`src/rtl/core/rmsd_acc_pkg.sv`:
```
package rmsd_acc_pkg;

   // Default field and counter widths, and run queue depth
   localparam int DEF_COORD_BITS = 20;
   localparam int DEF_COUNT_BITS = 16;
   localparam int DEF_QUEUE_DEPTH = 2;

   // Running sum of squared differences, saturating
   localparam int SUM_BITS = 60;

   // Square root of the mean, and its clipped output form
   localparam int ROOT_BITS = SUM_BITS / 2;
   localparam int RMS_BITS = 21;
   localparam int RSP_DATA_BITS = ((RMS_BITS + 7) / 8) * 8;

   // Result status codes
   localparam int STATUS_BITS = 2;
   localparam logic [STATUS_BITS-1:0] STATUS_OK = 2'd0;
   localparam logic [STATUS_BITS-1:0] STATUS_EMPTY = 2'd1;
   localparam logic [STATUS_BITS-1:0] STATUS_OVERFLOW = 2'd2;

endpackage

```
`src/rtl/core/rmsd_acc_front.sv`:
```
module rmsd_acc_front
   import rmsd_acc_pkg::*;
#(
   parameter int COORD_BITS = DEF_COORD_BITS,
   parameter int COUNT_BITS = DEF_COUNT_BITS,
   parameter int QUEUE_DEPTH = DEF_QUEUE_DEPTH,
   localparam int REQ_BITS = ((6 * COORD_BITS + 7) / 8) * 8,
   localparam int QCW = $clog2(QUEUE_DEPTH + 1)
) (
   input  logic                  clock,
   input  logic                  reset,
   input  logic                  req_tvalid,
   output logic                  req_tready,
   // cmp_x, cmp_y, cmp_z, ref_x, ref_y, ref_z from the lowest bit up
   input  logic [REQ_BITS-1:0]   req_tdata,
   input  logic                  req_tlast,
   input  logic [QCW-1:0]        q_count,
   output logic                  push,
   output logic [SUM_BITS-1:0]   push_sum,
   output logic [COUNT_BITS-1:0] push_count,
   output logic                  push_ovf
);

   localparam int DIFF_BITS = COORD_BITS + 1;
   localparam int SQ_BITS = 2 * DIFF_BITS;
   localparam int SUM_W1 = SUM_BITS + 1;

   logic                  accept;
   logic [DIFF_BITS-1:0]  cmp_ext [3];
   logic [DIFF_BITS-1:0]  refc_ext [3];
   logic [DIFF_BITS-1:0]  diff [3];
   logic [DIFF_BITS-1:0]  mag [3];
   logic [SQ_BITS-1:0]    sq_in [3];
   logic [SQ_BITS-1:0]    sq_ff [3];
   logic                  s1_valid_ff;
   logic                  s1_last_ff;
   logic [SUM_W1-1:0]     pair_add;
   logic [SUM_W1-1:0]     sum_total;
   logic [SUM_BITS-1:0]   sum_next;
   logic [COUNT_BITS-1:0] count_next;
   logic                  ovf_next;
   logic [SUM_BITS-1:0]   sum_ff;
   logic [SUM_BITS-1:0]   sum_in;
   logic [COUNT_BITS-1:0] count_ff;
   logic [COUNT_BITS-1:0] count_in;
   logic                  ovf_ff;
   logic                  ovf_in;

   // Hold off while a last beat in flight could find the queue full
   assign req_tready = (QCW'(q_count) + QCW'(s1_valid_ff & s1_last_ff)) < QCW'(QUEUE_DEPTH);
   assign accept = req_tvalid & req_tready;

   // Stage one: absolute differences, squared
   always_comb begin
      for (int i = 0; i < 3; i++) begin
         cmp_ext[i] = {req_tdata[i*COORD_BITS + COORD_BITS - 1],
                       req_tdata[i*COORD_BITS +: COORD_BITS]};
         refc_ext[i] = {req_tdata[(i+3)*COORD_BITS + COORD_BITS - 1],
                        req_tdata[(i+3)*COORD_BITS +: COORD_BITS]};
         diff[i] = cmp_ext[i] - refc_ext[i];
         mag[i] = diff[i][DIFF_BITS-1] ? (~diff[i] + DIFF_BITS'(1)) : diff[i];
         sq_in[i] = SQ_BITS'(mag[i]) * SQ_BITS'(mag[i]);
      end
   end

   always_ff @(posedge clock) begin
      if (reset) begin
         s1_valid_ff <= 1'b0;
      end else begin
         s1_valid_ff <= accept;
      end
   end

   always_ff @(posedge clock) begin
      if (accept) begin
         s1_last_ff <= req_tlast;
         sq_ff <= sq_in;
      end
   end

   // Stage two: saturating accumulate and count
   always_comb begin
      pair_add = SUM_W1'(sq_ff[0]) + SUM_W1'(sq_ff[1]) + SUM_W1'(sq_ff[2]);
      sum_total = SUM_W1'(sum_ff) + pair_add;
      sum_next = sum_total[SUM_BITS] ? {SUM_BITS{1'b1}} : sum_total[SUM_BITS-1:0];
      count_next = (&count_ff) ? count_ff : count_ff + COUNT_BITS'(1);
      ovf_next = ovf_ff | (&count_ff);

      sum_in = sum_ff;
      count_in = count_ff;
      ovf_in = ovf_ff;
      if (s1_valid_ff) begin
         if (s1_last_ff) begin
            sum_in = '0;
            count_in = '0;
            ovf_in = 1'b0;
         end else begin
            sum_in = sum_next;
            count_in = count_next;
            ovf_in = ovf_next;
         end
      end
   end

   always_ff @(posedge clock) begin
      if (reset) begin
         sum_ff <= '0;
         count_ff <= '0;
         ovf_ff <= 1'b0;
      end else begin
         sum_ff <= sum_in;
         count_ff <= count_in;
         ovf_ff <= ovf_in;
      end
   end

   // Close the run into the queue on the last beat
   assign push = s1_valid_ff & s1_last_ff;
   assign push_sum = sum_next;
   assign push_count = count_next;
   assign push_ovf = ovf_next;

endmodule

```
`src/rtl/core/rmsd_acc_queue.sv`:
```
module rmsd_acc_queue
   import rmsd_acc_pkg::*;
#(
   parameter int WIDTH = SUM_BITS + DEF_COUNT_BITS + 1,
   parameter int DEPTH = DEF_QUEUE_DEPTH,
   localparam int QCW = $clog2(DEPTH + 1),
   localparam int PTR_BITS = (DEPTH > 1) ? $clog2(DEPTH) : 1
) (
   input  logic             clock,
   input  logic             reset,
   input  logic             push,
   input  logic [WIDTH-1:0] wr_data,
   input  logic             pop,
   output logic [WIDTH-1:0] rd_data,
   output logic             not_empty,
   output logic [QCW-1:0]   count
);

   logic [WIDTH-1:0]    entry_ff [DEPTH];
   logic [PTR_BITS-1:0] wr_ptr_ff;
   logic [PTR_BITS-1:0] rd_ptr_ff;
   logic [QCW-1:0]      count_ff;

   function automatic logic [PTR_BITS-1:0] ptr_advance(input logic [PTR_BITS-1:0] p);
      logic [PTR_BITS-1:0] nxt;
      nxt = (p == PTR_BITS'(DEPTH - 1)) ? '0 : p + PTR_BITS'(1);
      return nxt;
   endfunction

   // Store on push
   always_ff @(posedge clock) begin
      if (push) begin
         entry_ff[wr_ptr_ff] <= wr_data;
      end
   end

   // Advance pointers and occupancy
   always_ff @(posedge clock) begin
      if (reset) begin
         wr_ptr_ff <= '0;
         rd_ptr_ff <= '0;
         count_ff <= '0;
      end else begin
         if (push) begin
            wr_ptr_ff <= ptr_advance(wr_ptr_ff);
         end
         if (pop) begin
            rd_ptr_ff <= ptr_advance(rd_ptr_ff);
         end
         if (push && !pop) begin
            count_ff <= count_ff + QCW'(1);
         end else if (pop && !push) begin
            count_ff <= count_ff - QCW'(1);
         end
      end
   end

   assign rd_data = entry_ff[rd_ptr_ff];
   assign not_empty = (count_ff != '0);
   assign count = count_ff;

`ifndef NO_ASSERTIONS
   a_no_overrun: assert property (@(posedge clock) disable iff (reset)
      push |-> (count_ff < QCW'(DEPTH)))
      else $error("queue written while full");

   a_no_underrun: assert property (@(posedge clock) disable iff (reset)
      pop |-> (count_ff != '0))
      else $error("queue read while empty");
`endif

endmodule

```
`src/rtl/core/rmsd_acc_back.sv`:
```
module rmsd_acc_back
   import rmsd_acc_pkg::*;
#(
   parameter int COUNT_BITS = DEF_COUNT_BITS
) (
   input  logic                     clock,
   input  logic                     reset,
   input  logic                     q_valid,
   output logic                     pop,
   input  logic [SUM_BITS-1:0]      q_sum,
   input  logic [COUNT_BITS-1:0]    q_count,
   input  logic                     q_ovf,
   output logic                     rsp_tvalid,
   input  logic                     rsp_tready,
   // rms_deviation, zero fill from the lowest bit up
   output logic [RSP_DATA_BITS-1:0] rsp_tdata,
   // status
   output logic [STATUS_BITS-1:0]   rsp_tuser
);

   localparam int STEP_BITS = $clog2(SUM_BITS);
   localparam int REM_BITS = ROOT_BITS + 2;
   localparam int TRIAL_BITS = REM_BITS + 2;

   localparam logic [1:0] ST_IDLE = 2'd0;
   localparam logic [1:0] ST_DIV = 2'd1;
   localparam logic [1:0] ST_SQRT = 2'd2;
   localparam logic [1:0] ST_DONE = 2'd3;

   logic [1:0]             state_ff;
   logic [1:0]             state_in;
   logic [STEP_BITS-1:0]   step_ff;
   logic [STEP_BITS-1:0]   step_in;
   logic [SUM_BITS-1:0]    work_ff;
   logic [SUM_BITS-1:0]    work_in;
   logic [REM_BITS-1:0]    rem_ff;
   logic [REM_BITS-1:0]    rem_in;
   logic [ROOT_BITS-1:0]   root_ff;
   logic [ROOT_BITS-1:0]   root_in;
   logic [COUNT_BITS-1:0]  div_ff;
   logic [COUNT_BITS-1:0]  div_in;
   logic                   ovf_ff;
   logic                   ovf_in;
   logic                   empty_ff;
   logic                   empty_in;
   logic                   rsp_valid_ff;
   logic                   rsp_valid_in;
   logic [RMS_BITS-1:0]    rsp_rms_ff;
   logic [STATUS_BITS-1:0] rsp_status_ff;
   logic                   rsp_load;
   logic [COUNT_BITS:0]    div_trial;
   logic [COUNT_BITS:0]    div_diff;
   logic                   div_ge;
   logic [TRIAL_BITS-1:0]  sq_part;
   logic [TRIAL_BITS-1:0]  sq_trial;
   logic [TRIAL_BITS-1:0]  sq_diff;
   logic                   sq_ge;
   logic [RMS_BITS-1:0]    rms_clip;
   logic [STATUS_BITS-1:0] status_code;

   // One quotient bit per step of the restoring divider
   assign div_trial = {rem_ff[COUNT_BITS-1:0], work_ff[SUM_BITS-1]};
   assign div_diff = div_trial - {1'b0, div_ff};
   assign div_ge = (div_trial >= {1'b0, div_ff});

   // One root bit per step of the digit-by-digit square root
   assign sq_part = {rem_ff, work_ff[SUM_BITS-1 -: 2]};
   assign sq_trial = {2'b00, root_ff, 2'b01};
   assign sq_diff = sq_part - sq_trial;
   assign sq_ge = (sq_part >= sq_trial);

   // Clip the root and pick the status
   assign rms_clip = (|root_ff[ROOT_BITS-1:RMS_BITS]) ? {RMS_BITS{1'b1}}
                                                      : root_ff[RMS_BITS-1:0];
   assign status_code = empty_ff ? STATUS_EMPTY : (ovf_ff ? STATUS_OVERFLOW : STATUS_OK);

   assign pop = (state_ff == ST_IDLE) && q_valid;
   assign rsp_load = (state_ff == ST_DONE) && (!rsp_valid_ff || rsp_tready);

   always_comb begin
      state_in = state_ff;
      step_in = step_ff;
      work_in = work_ff;
      rem_in = rem_ff;
      root_in = root_ff;
      div_in = div_ff;
      ovf_in = ovf_ff;
      empty_in = empty_ff;
      unique case (state_ff)
         ST_IDLE: begin
            if (q_valid) begin
               work_in = q_sum;
               div_in = q_count;
               ovf_in = q_ovf;
               empty_in = (q_count == '0);
               rem_in = '0;
               root_in = '0;
               step_in = '0;
               state_in = (q_count == '0) ? ST_DONE : ST_DIV;
            end
         end
         ST_DIV: begin
            work_in = {work_ff[SUM_BITS-2:0], div_ge};
            rem_in = REM_BITS'(div_ge ? div_diff[COUNT_BITS-1:0]
                                      : div_trial[COUNT_BITS-1:0]);
            step_in = step_ff + STEP_BITS'(1);
            if (step_ff == STEP_BITS'(SUM_BITS - 1)) begin
               rem_in = '0;
               step_in = '0;
               state_in = ST_SQRT;
            end
         end
         ST_SQRT: begin
            work_in = {work_ff[SUM_BITS-3:0], 2'b00};
            rem_in = sq_ge ? sq_diff[REM_BITS-1:0] : sq_part[REM_BITS-1:0];
            root_in = {root_ff[ROOT_BITS-2:0], sq_ge};
            step_in = step_ff + STEP_BITS'(1);
            if (step_ff == STEP_BITS'(ROOT_BITS - 1)) begin
               state_in = ST_DONE;
            end
         end
         ST_DONE: begin
            if (rsp_load) begin
               state_in = ST_IDLE;
            end
         end
         default: begin
            state_in = ST_IDLE;
         end
      endcase
   end

   always_ff @(posedge clock) begin
      if (reset) begin
         state_ff <= ST_IDLE;
      end else begin
         state_ff <= state_in;
      end
   end

   always_ff @(posedge clock) begin
      step_ff <= step_in;
      work_ff <= work_in;
      rem_ff <= rem_in;
      root_ff <= root_in;
      div_ff <= div_in;
      ovf_ff <= ovf_in;
      empty_ff <= empty_in;
   end

   // Output register: hold until taken
   always_comb begin
      rsp_valid_in = rsp_valid_ff;
      if (rsp_load) begin
         rsp_valid_in = 1'b1;
      end else if (rsp_tready) begin
         rsp_valid_in = 1'b0;
      end
   end

   always_ff @(posedge clock) begin
      if (reset) begin
         rsp_valid_ff <= 1'b0;
      end else begin
         rsp_valid_ff <= rsp_valid_in;
      end
   end

   always_ff @(posedge clock) begin
      if (rsp_load) begin
         rsp_rms_ff <= empty_ff ? '0 : rms_clip;
         rsp_status_ff <= status_code;
      end
   end

   assign rsp_tvalid = rsp_valid_ff;
   assign rsp_tdata = RSP_DATA_BITS'(rsp_rms_ff);
   assign rsp_tuser = rsp_status_ff;

`ifndef NO_ASSERTIONS
   a_div_step_range: assert property (@(posedge clock) disable iff (reset)
      (state_ff == ST_DIV) |-> (step_ff < STEP_BITS'(SUM_BITS)))
      else $error("divider step out of range");

   a_empty_gives_zero: assert property (@(posedge clock) disable iff (reset)
      (rsp_valid_ff && (rsp_status_ff == STATUS_EMPTY)) |-> (rsp_rms_ff == '0))
      else $error("empty run with nonzero deviation");

   a_result_from_done: assert property (@(posedge clock) disable iff (reset)
      $rose(rsp_valid_ff) |-> ($past(state_ff) == ST_DONE))
      else $error("result raised outside the done state");
`endif

endmodule

```
`src/rtl/core/rmsd_accumulator_core.sv`:
```
// RMS deviation accumulator. Each req beat is one matched atom pair
// (compared and reference x, y, z, signed with 8 fractional bits); the front
// end takes one pair every cycle, squares the three differences and adds them
// into a saturating 60-bit sum while counting pairs (the count saturates and
// flags overflow). When the beat with tlast high reaches the accumulate stage,
// the closed run is pushed into a small queue and the accumulator starts afresh
// on the next cycle. The back end pops one run at a time, divides sum by count
// with a bit-serial restoring divider and takes the integer square root one
// bit a cycle; it pops the next run only once the result has gone into the
// output register. Pairs keep flowing at full rate unless the queue,
// counting a run that is closing in the accumulate stage, already holds
// QUEUE_DEPTH runs waiting for the back end, in which case req_tready drops.
// rsp_tuser carries the status: ok, empty run, or pair count overflow.
module rmsd_accumulator_core
   import rmsd_acc_pkg::*;
#(
   parameter int COORD_BITS = DEF_COORD_BITS,
   parameter int COUNT_BITS = DEF_COUNT_BITS,
   localparam int REQ_BITS = ((6 * COORD_BITS + 7) / 8) * 8
) (
   input  logic                     clock,
   input  logic                     reset,
   input  logic                     req_tvalid,
   output logic                     req_tready,
   // cmp_x, cmp_y, cmp_z, ref_x, ref_y, ref_z, zero fill from the lowest bit up
   input  logic [REQ_BITS-1:0]      req_tdata,
   // last_pair
   input  logic                     req_tlast,
   output logic                     rsp_tvalid,
   input  logic                     rsp_tready,
   // rms_deviation, zero fill from the lowest bit up
   output logic [RSP_DATA_BITS-1:0] rsp_tdata,
   // status
   output logic [STATUS_BITS-1:0]   rsp_tuser
);

   localparam int QUEUE_DEPTH = DEF_QUEUE_DEPTH;
   localparam int QCW = $clog2(QUEUE_DEPTH + 1);
   localparam int ENTRY_BITS = SUM_BITS + COUNT_BITS + 1;

   logic                  push;
   logic [SUM_BITS-1:0]   push_sum;
   logic [COUNT_BITS-1:0] push_count;
   logic                  push_ovf;
   logic                  pop;
   logic [ENTRY_BITS-1:0] q_rd_data;
   logic                  q_valid;
   logic [QCW-1:0]        q_count;

   rmsd_acc_front #(
      .COORD_BITS  (COORD_BITS),
      .COUNT_BITS  (COUNT_BITS),
      .QUEUE_DEPTH (QUEUE_DEPTH)
   ) u_front (
      .clock      (clock),
      .reset      (reset),
      .req_tvalid (req_tvalid),
      .req_tready (req_tready),
      .req_tdata  (req_tdata),
      .req_tlast  (req_tlast),
      .q_count    (q_count),
      .push       (push),
      .push_sum   (push_sum),
      .push_count (push_count),
      .push_ovf   (push_ovf)
   );

   rmsd_acc_queue #(
      .WIDTH (ENTRY_BITS),
      .DEPTH (QUEUE_DEPTH)
   ) u_queue (
      .clock     (clock),
      .reset     (reset),
      .push      (push),
      .wr_data   ({push_ovf, push_count, push_sum}),
      .pop       (pop),
      .rd_data   (q_rd_data),
      .not_empty (q_valid),
      .count     (q_count)
   );

   rmsd_acc_back #(
      .COUNT_BITS (COUNT_BITS)
   ) u_back (
      .clock      (clock),
      .reset      (reset),
      .q_valid    (q_valid),
      .pop        (pop),
      .q_sum      (q_rd_data[SUM_BITS-1:0]),
      .q_count    (q_rd_data[SUM_BITS +: COUNT_BITS]),
      .q_ovf      (q_rd_data[ENTRY_BITS-1]),
      .rsp_tvalid (rsp_tvalid),
      .rsp_tready (rsp_tready),
      .rsp_tdata  (rsp_tdata),
      .rsp_tuser  (rsp_tuser)
   );

endmodule

```
`config.mk`:
```
export PLATFORM = sky130hd
export DESIGN_NAME = rmsd_accumulator_core
export DESIGN_NICKNAME = d
export VERILOG_FILES = /design/src/rtl/core/rmsd_acc_pkg.sv /design/src/rtl/core/rmsd_acc_front.sv /design/src/rtl/core/rmsd_acc_queue.sv /design/src/rtl/core/rmsd_acc_back.sv /design/src/rtl/core/rmsd_accumulator_core.sv
export SDC_FILE = /design/constraint.sdc
export NUM_CORES = 2
export LEC_CHECK = 0
export BUFFER_PORTS_ARGS = -buffer_cell sky130_fd_sc_hd__buf_2
export CAP_MARGIN = 5
export CORE_MARGIN = 2
export CORE_UTILIZATION = 60
export CTS_CLUSTER_DIAMETER = 30
export DETAILED_ROUTE_END_ITERATION = 10
export HOLD_SLACK_MARGIN = 0.15
export PLACE_DENSITY = 0.8
export SYNTH_ARGS = -nofsm -noshare
export SYNTH_HDL_FRONTEND = slang
export SYNTH_SLANG_ARGS = --single-unit
```
`constraint.sdc`:
```
create_clock -name clock -period 12.6 [get_ports clock]
set_input_delay 2.52 -clock clock [delete_from_list [all_inputs] [get_ports clock]]
set_output_delay 2.52 -clock clock [all_outputs]
set_load 0.05 [all_outputs]
```
* After elaboration in Yosys (flattened, before gate mapping)
Memory sizes are Yosys's and may differ from the RTL's. A register that Yosys moved wholly into a read port is not among the register bits. Index checks and enable logic that the tools add are counted.
Word-level totals: bits in registers 381, latch bits 0, memory bits (writable) 154, ROM bits 0, input port bits 125, output and inout port bits 28, logic and storage cells 122, memories kept 1
Memory list:
- u_queue.entry_ff | depth 2, width 77, read ports 1, clocked after memory_dff 1, wr ports 1, line rmsd_acc_queue.sv:19 | logic [WIDTH-1:0] entry_ff [DEPTH];
Operators by class: add/subtract/negate cells 18, multipliers 3, div/mod/pow operators 0, order comparisons 3, equal/unequal tests 9, shift operators 0, muxes and demuxes 38, bitwise logic cells 7, reduce and logical (&&, ||, !) cells 21
Operators with widths (count):
- 60-bit 2-to-1 mux | 3
- 60-bit one-hot mux with 3 select lines | 1
- 21-bit by 21-bit multiplier with 42-bit output | 3
- 32-bit 2-to-1 mux | 3
- 32-bit one-hot mux with 3 select lines | 1
- 21-bit 2-to-1 mux | 4
- 21-bit by 1-bit adder with 21-bit output (second input constant) | 3
- 21-bit inverter | 3
- 20-bit by 20-bit subtractor with 21-bit output | 3
- 60-bit by 61-bit adder with 61-bit output | 1
- 61-bit by 42-bit adder with 61-bit output | 1
- 30-bit one-hot mux with 2 select lines | 1
- 16-bit 2-to-1 mux | 3
- 42-bit by 42-bit adder with 43-bit output | 1
- 34-bit by 32-bit >= comparator with 1-bit output | 1
- 32-bit subtractor | 1
- 30-bit 2-to-1 mux | 1
- 6-bit one-hot mux with 3 select lines | 1
- 17-bit by 16-bit >= comparator with 1-bit output | 1
- 16-bit by 1-bit adder with 16-bit output (second input constant) | 1
- 16-bit logical NOT | 1
- 2-bit 2-to-1 mux | 8
- 16-bit AND reduction | 1
- 16-bit subtractor | 1
- 25 further kinds | 51

* Longest topological paths before layout
depth after elaboration 5, gate-level depth with buffers 39, mapped depth without buffers 38

* Cells and area by module
From an unflattened synthesis, not the netlist that was laid out.
Second synthesis, totals: cells, all modules 7084, area, all modules 69243.9 um2
By module, submodules not included:
- rmsd_acc_front | instances 1, cells each 5828, area an instance 53053.4 um2, sequential area each 5285.1 um2
- rmsd_acc_back | instances 1, cells each 995, area an instance 10297.4 um2, sequential area each 5134.9 um2
- rmsd_acc_queue | instances 1, cells each 261, area an instance 5893.2 um2, sequential area each 4724.5 um2

* Least setup slack after synthesis
OpenSTA, ideal clock, no wires.
kind input-to-reg, from in req_tdata[20], to reg u_front.sq_ff[82] in the netlist's numbering, data pin, data arrival time 11.659 ns, path slack 0.665 ns, stages 38, buffers on the path 1, cell sequence inv_1 -> ha_1 -> fa_1 -> nand2b_1 -> a21oi_1 -> xor2_1 -> or2_2 -> or4_4 -> or4b_1 -> nor2_1 -> a21oi_1 -> xor2_1 -> inv_1 -> buf_2 -> nand2_1 -> fa_1 -> inv_1 -> fa_1 -> (+2 left out) -> inv_1 -> fa_1 -> fa_1 -> fa_1 -> inv_1 -> fa_1 -> inv_1 -> ha_1 -> a21o_1 -> a21o_1 -> a21o_1 -> a41oi_1 -> a21oi_1 -> a31o_2 -> a21o_1 -> a221oi_1 -> o311ai_0 -> xor2_1
RTL lines:
- start: declaration | line rmsd_accumulator_core.sv:26 | input logic [REQ_BITS-1:0] req_tdata,
- end signal: assignment | line rmsd_acc_front.sv:77 | sq_ff <= sq_in;
- end: declaration | line rmsd_acc_front.sv:34 | logic [SQ_BITS-1:0] sq_ff [3];

==> run summary <==
## Routing
- **Met2 Wirelength** 84000 um
- **final wirelength** 173000 um
- **routed length on met1** 69900 um
- **count of vias placed by the detailed router** 53800
- **Vias per Instance** 5.78
- **Routed WL per cell** 18.6 um
- **number of DRC violations after detailed routing** 0
- **DR iter-0 viols** 4220
- **Top Metal Used** met4
- **first-pass iteration count of the detailed router** 6
- **met3 wirelength from detailed routing** 12500 um
- **antenna violation net count after detailed routing** 0

## GRT
- **wire length of the first global-routing pass** 285000 um
- **vias in the first global route** 56400
- **combined global-route utilization of all metal layers** 29.2%
- **largest net degree at the start of global routing** 96
- **antenna violations before repair** 0
- **remaining global-route overflow** 0

## Final layout
- **commonest cells after routing, fill and taps aside** sky130_fd_sc_hd__inv_1, sky130_fd_sc_hd__fa_1, sky130_fd_sc_hd__ha_1
- **Post-Layout Cell Count** 9307
- **area taken by multi-input logic gates** 49100 um^2
- **count of nets after finishing** 9453
- **Filler Cells Inserted** 8971
- **Storage cell area** 15100 um^2
- **most common library cell in the layout ignoring fill and taps** sky130_fd_sc_hd__inv_1
- **synth-to-layout area growth** 9.27%
- **fraction of layout cells with a size suffix above 1** 7.88%

## Clock network
- **clock tree from TritonCTS** built
- **total of hold buffers inserted after clock tree synthesis** 0
- **Post-CTS Setup Repair Bufs** 0
- **source-to-sink clock delay at the later pin of the worst-skew pair** 0.67 ns
- **Max clock buf depth** 3
- **Num Clock Sinks** 533
- **clock root buffer master** sky130_fd_sc_hd__clkbuf_16
- **number of buffers added by the clock tree synthesis step** 92
- **number of H-tree branching levels** 3
- **post-cts resize count** 0
- **clock-pin slew on the worst setup and hold paths** 0.05 ns

## Worst hold path
- **type of the worst min-delay path** reg -> reg
- **Hold Startpoint** u_front.sum_ff[1]

## Timing
- **pin slew with the least headroom to its limit** 1.15 ns
- **final critical-path share of the clock period** 95.4%
- **unrepaired setup endpoints after global routing** no
- **Setup violations, final** 0
- **final count of hold timing violations** 0
- **Max-slew headroom** 23.5%
- **summed negative setup slack over all endpoints** 0 ns
- **maximum clock skew at final layout** 0.0646 ns
- **final critical delay including setup and external delays** 12.02 ns
- **Slew Viols, Final** 0
- **highest clock frequency the design can meet** 83.2 MHz

## Synth
- **multiplexer share of the synthesized area** 1.13%
- **area share of fa/ha/maj cells after synthesis** 39.2%
- **post-synthesis cell count** 7483
- **post-synthesis share of cell area spent on xor and xnor gates** 4.38%
- **most frequently used flop master after synthesis** sky130_fd_sc_hd__edfxtp_1
- **count of unique library cells instantiated by Yosys** 108
- **Avg Inst Size Synth** 9.44 um^2
- **compound-gate portion of the synthesized area** 12.2%
- **Seq/Total Area, Yosys** 21.4%
- **Synth warnings** 0
- **Yosys reg bits** 533
- **synth top area cells** sky130_fd_sc_hd__fa_1, sky130_fd_sc_hd__edfxtp_1, sky130_fd_sc_hd__ha_1, sky130_fd_sc_hd__inv_1, sky130_fd_sc_hd__nor2_1
- **number of enable-type register cells in the synthesized netlist** 447
- **post-synth top area cell** sky130_fd_sc_hd__fa_1
- **total standard cell area after synthesis** 70600 um^2
- **share of the synthesized area in the top cell type** 27.7%
- **dominant combinational cell family by area after synthesis** adder cells
- **area fraction in and, or, nand and nor cells after synthesis** 12.2%
- **share of flip-flops with an asynchronous set or reset after synthesis** 0%

## Flow run
- **Max Cap Viol** 0

## Setup path
- **max incr delay on CP** 0.58 ns
- **launching element type of the critical path** input pin
- **worst r2r src** u_front.sq_ff[87]
- **biggest fanout along the worst timing path** 10
- **worst endpoint data arrival time** 12.39 ns
- **path type of the worst setup path** in -> reg
- **most prevalent standard cell on the critical path** sky130_fd_sc_hd__fa_1
- **master of the slowest instance on the critical path** sky130_fd_sc_hd__or4_4
- **required time of the worst setup path** 12.96 ns
- **kind of capture point of the worst setup path** register
- **source of the critical timing path** req_tdata[20]

## Place
- **global placer's final weighted congestion** 0.949
- **count of placed standard cells including taps** 9132
- **input/output buffers** 149
- **half-perimeter wire length of the detailed placement result** 138000 um

## Run status
- **run status** finished clean

## Floorplan
- **count of pins on the block boundary** 153
- **die width** 347 um
- **placement row count** 125
- **Core Region** 117000 um^2
- **DIE AREA** 120000 um^2
- **Initial Utilization** 60.6%
- **Vert. Die Dim** 347 um

[state kept, by name, indices dropped and copies added (netlist names), 6 cells and up, named ones only]
| name | count |
|---|---|
| u_back.rem_ff | 32 |
| u_queue.entry_ff | 154 |
| u_back.work_ff | 60 |
| u_front.count_ff | 16 |
| u_back.root_ff | 30 |
| u_back.step_ff | 6 |
| u_back.rsp_rms_ff | 21 |
| u_back.div_ff | 16 |
| u_front.sq_ff | 123 |
| u_front.sum_ff | 60 |
[critical path, delay by kind of cell]
| family | cells | cell delay (ns) |
|---|---|---|
| compound gates | 11 | 2.30 |
| xor+xnor | 3 | 0.44 |
| fa+ha+maj | 10 | 4.53 |
| buf+inv | 8 | 0.55 |
| simple gates | 6 | 2.05 |
[area by class of cell]
class	instances	area share [%]
inverter	1520	7.39
clock buffer	99	3.04
clock inverter	75	1.25
timing repair buffer	319	2.65
multi-input combinational	5236	63.6
antenna	1	0.00324
sequential	533	19.6
tap	1524	2.47
[through the flow]
step                area (um^2)  setup WS (ns)  hold slack [ns]  util [%]
global placement          73900          0.236            0.461      63.4
finish                    77200          0.577            0.469      66.2
detailed placement        73900         0.0117            0.463      63.4
global route              77200         0.0852            0.501      66.2
CTS                       77200          0.654            0.470      66.2
floorplan                 70800          0.665            0.441         -
[Yosys cell counts (all sizes together), types with 110 or more instances]
library cell	number
a21o	165
ha	650
nand2	586
nor2	627
edfxtp	447
inv	1509
nor2b	110
clkbuf	204
o21ai	186
fa	976
xor2	123
xnor2	222
a21oi	361
[layer usage]
layer | GRT usage (%) | vias to the layer above
met5 | 0 | -
met1 | 38.2 | 26500
met4 | 10.9 | 0
met2 | 49.8 | 2019
li1 | - | 24900
met3 | 3.85 | 415
[logic make-up (layout without fill, tap and decap cells)]
group | after synthesis | in the layout
AOI/OAI and AO/OA | 1280 | 1280
xor gates and xnor gates | 347 | 347
adders and majority gates | 1626 | 1626
buffers and inverters | 1763 | 2013
DFF | 533 | 533
muxes | 76 | 76
other | 2 | 52
and+or+nand+nor | 1856 | 1856
[final timing paths]
path,slack (ns),cells past startpoint,to
setup / recovery,0.58,38,u_front.sq_ff[82]
hold / removal,0.47,2,u_front.sum_ff[1]
setup reg to reg,5.29,25,u_front.sum_ff[3]
hold reg to reg,0.47,2,u_front.sum_ff[1]
Power is not shown: default switching activity piles up to over one toggle a cycle in this logic, so the estimate is an artifact.
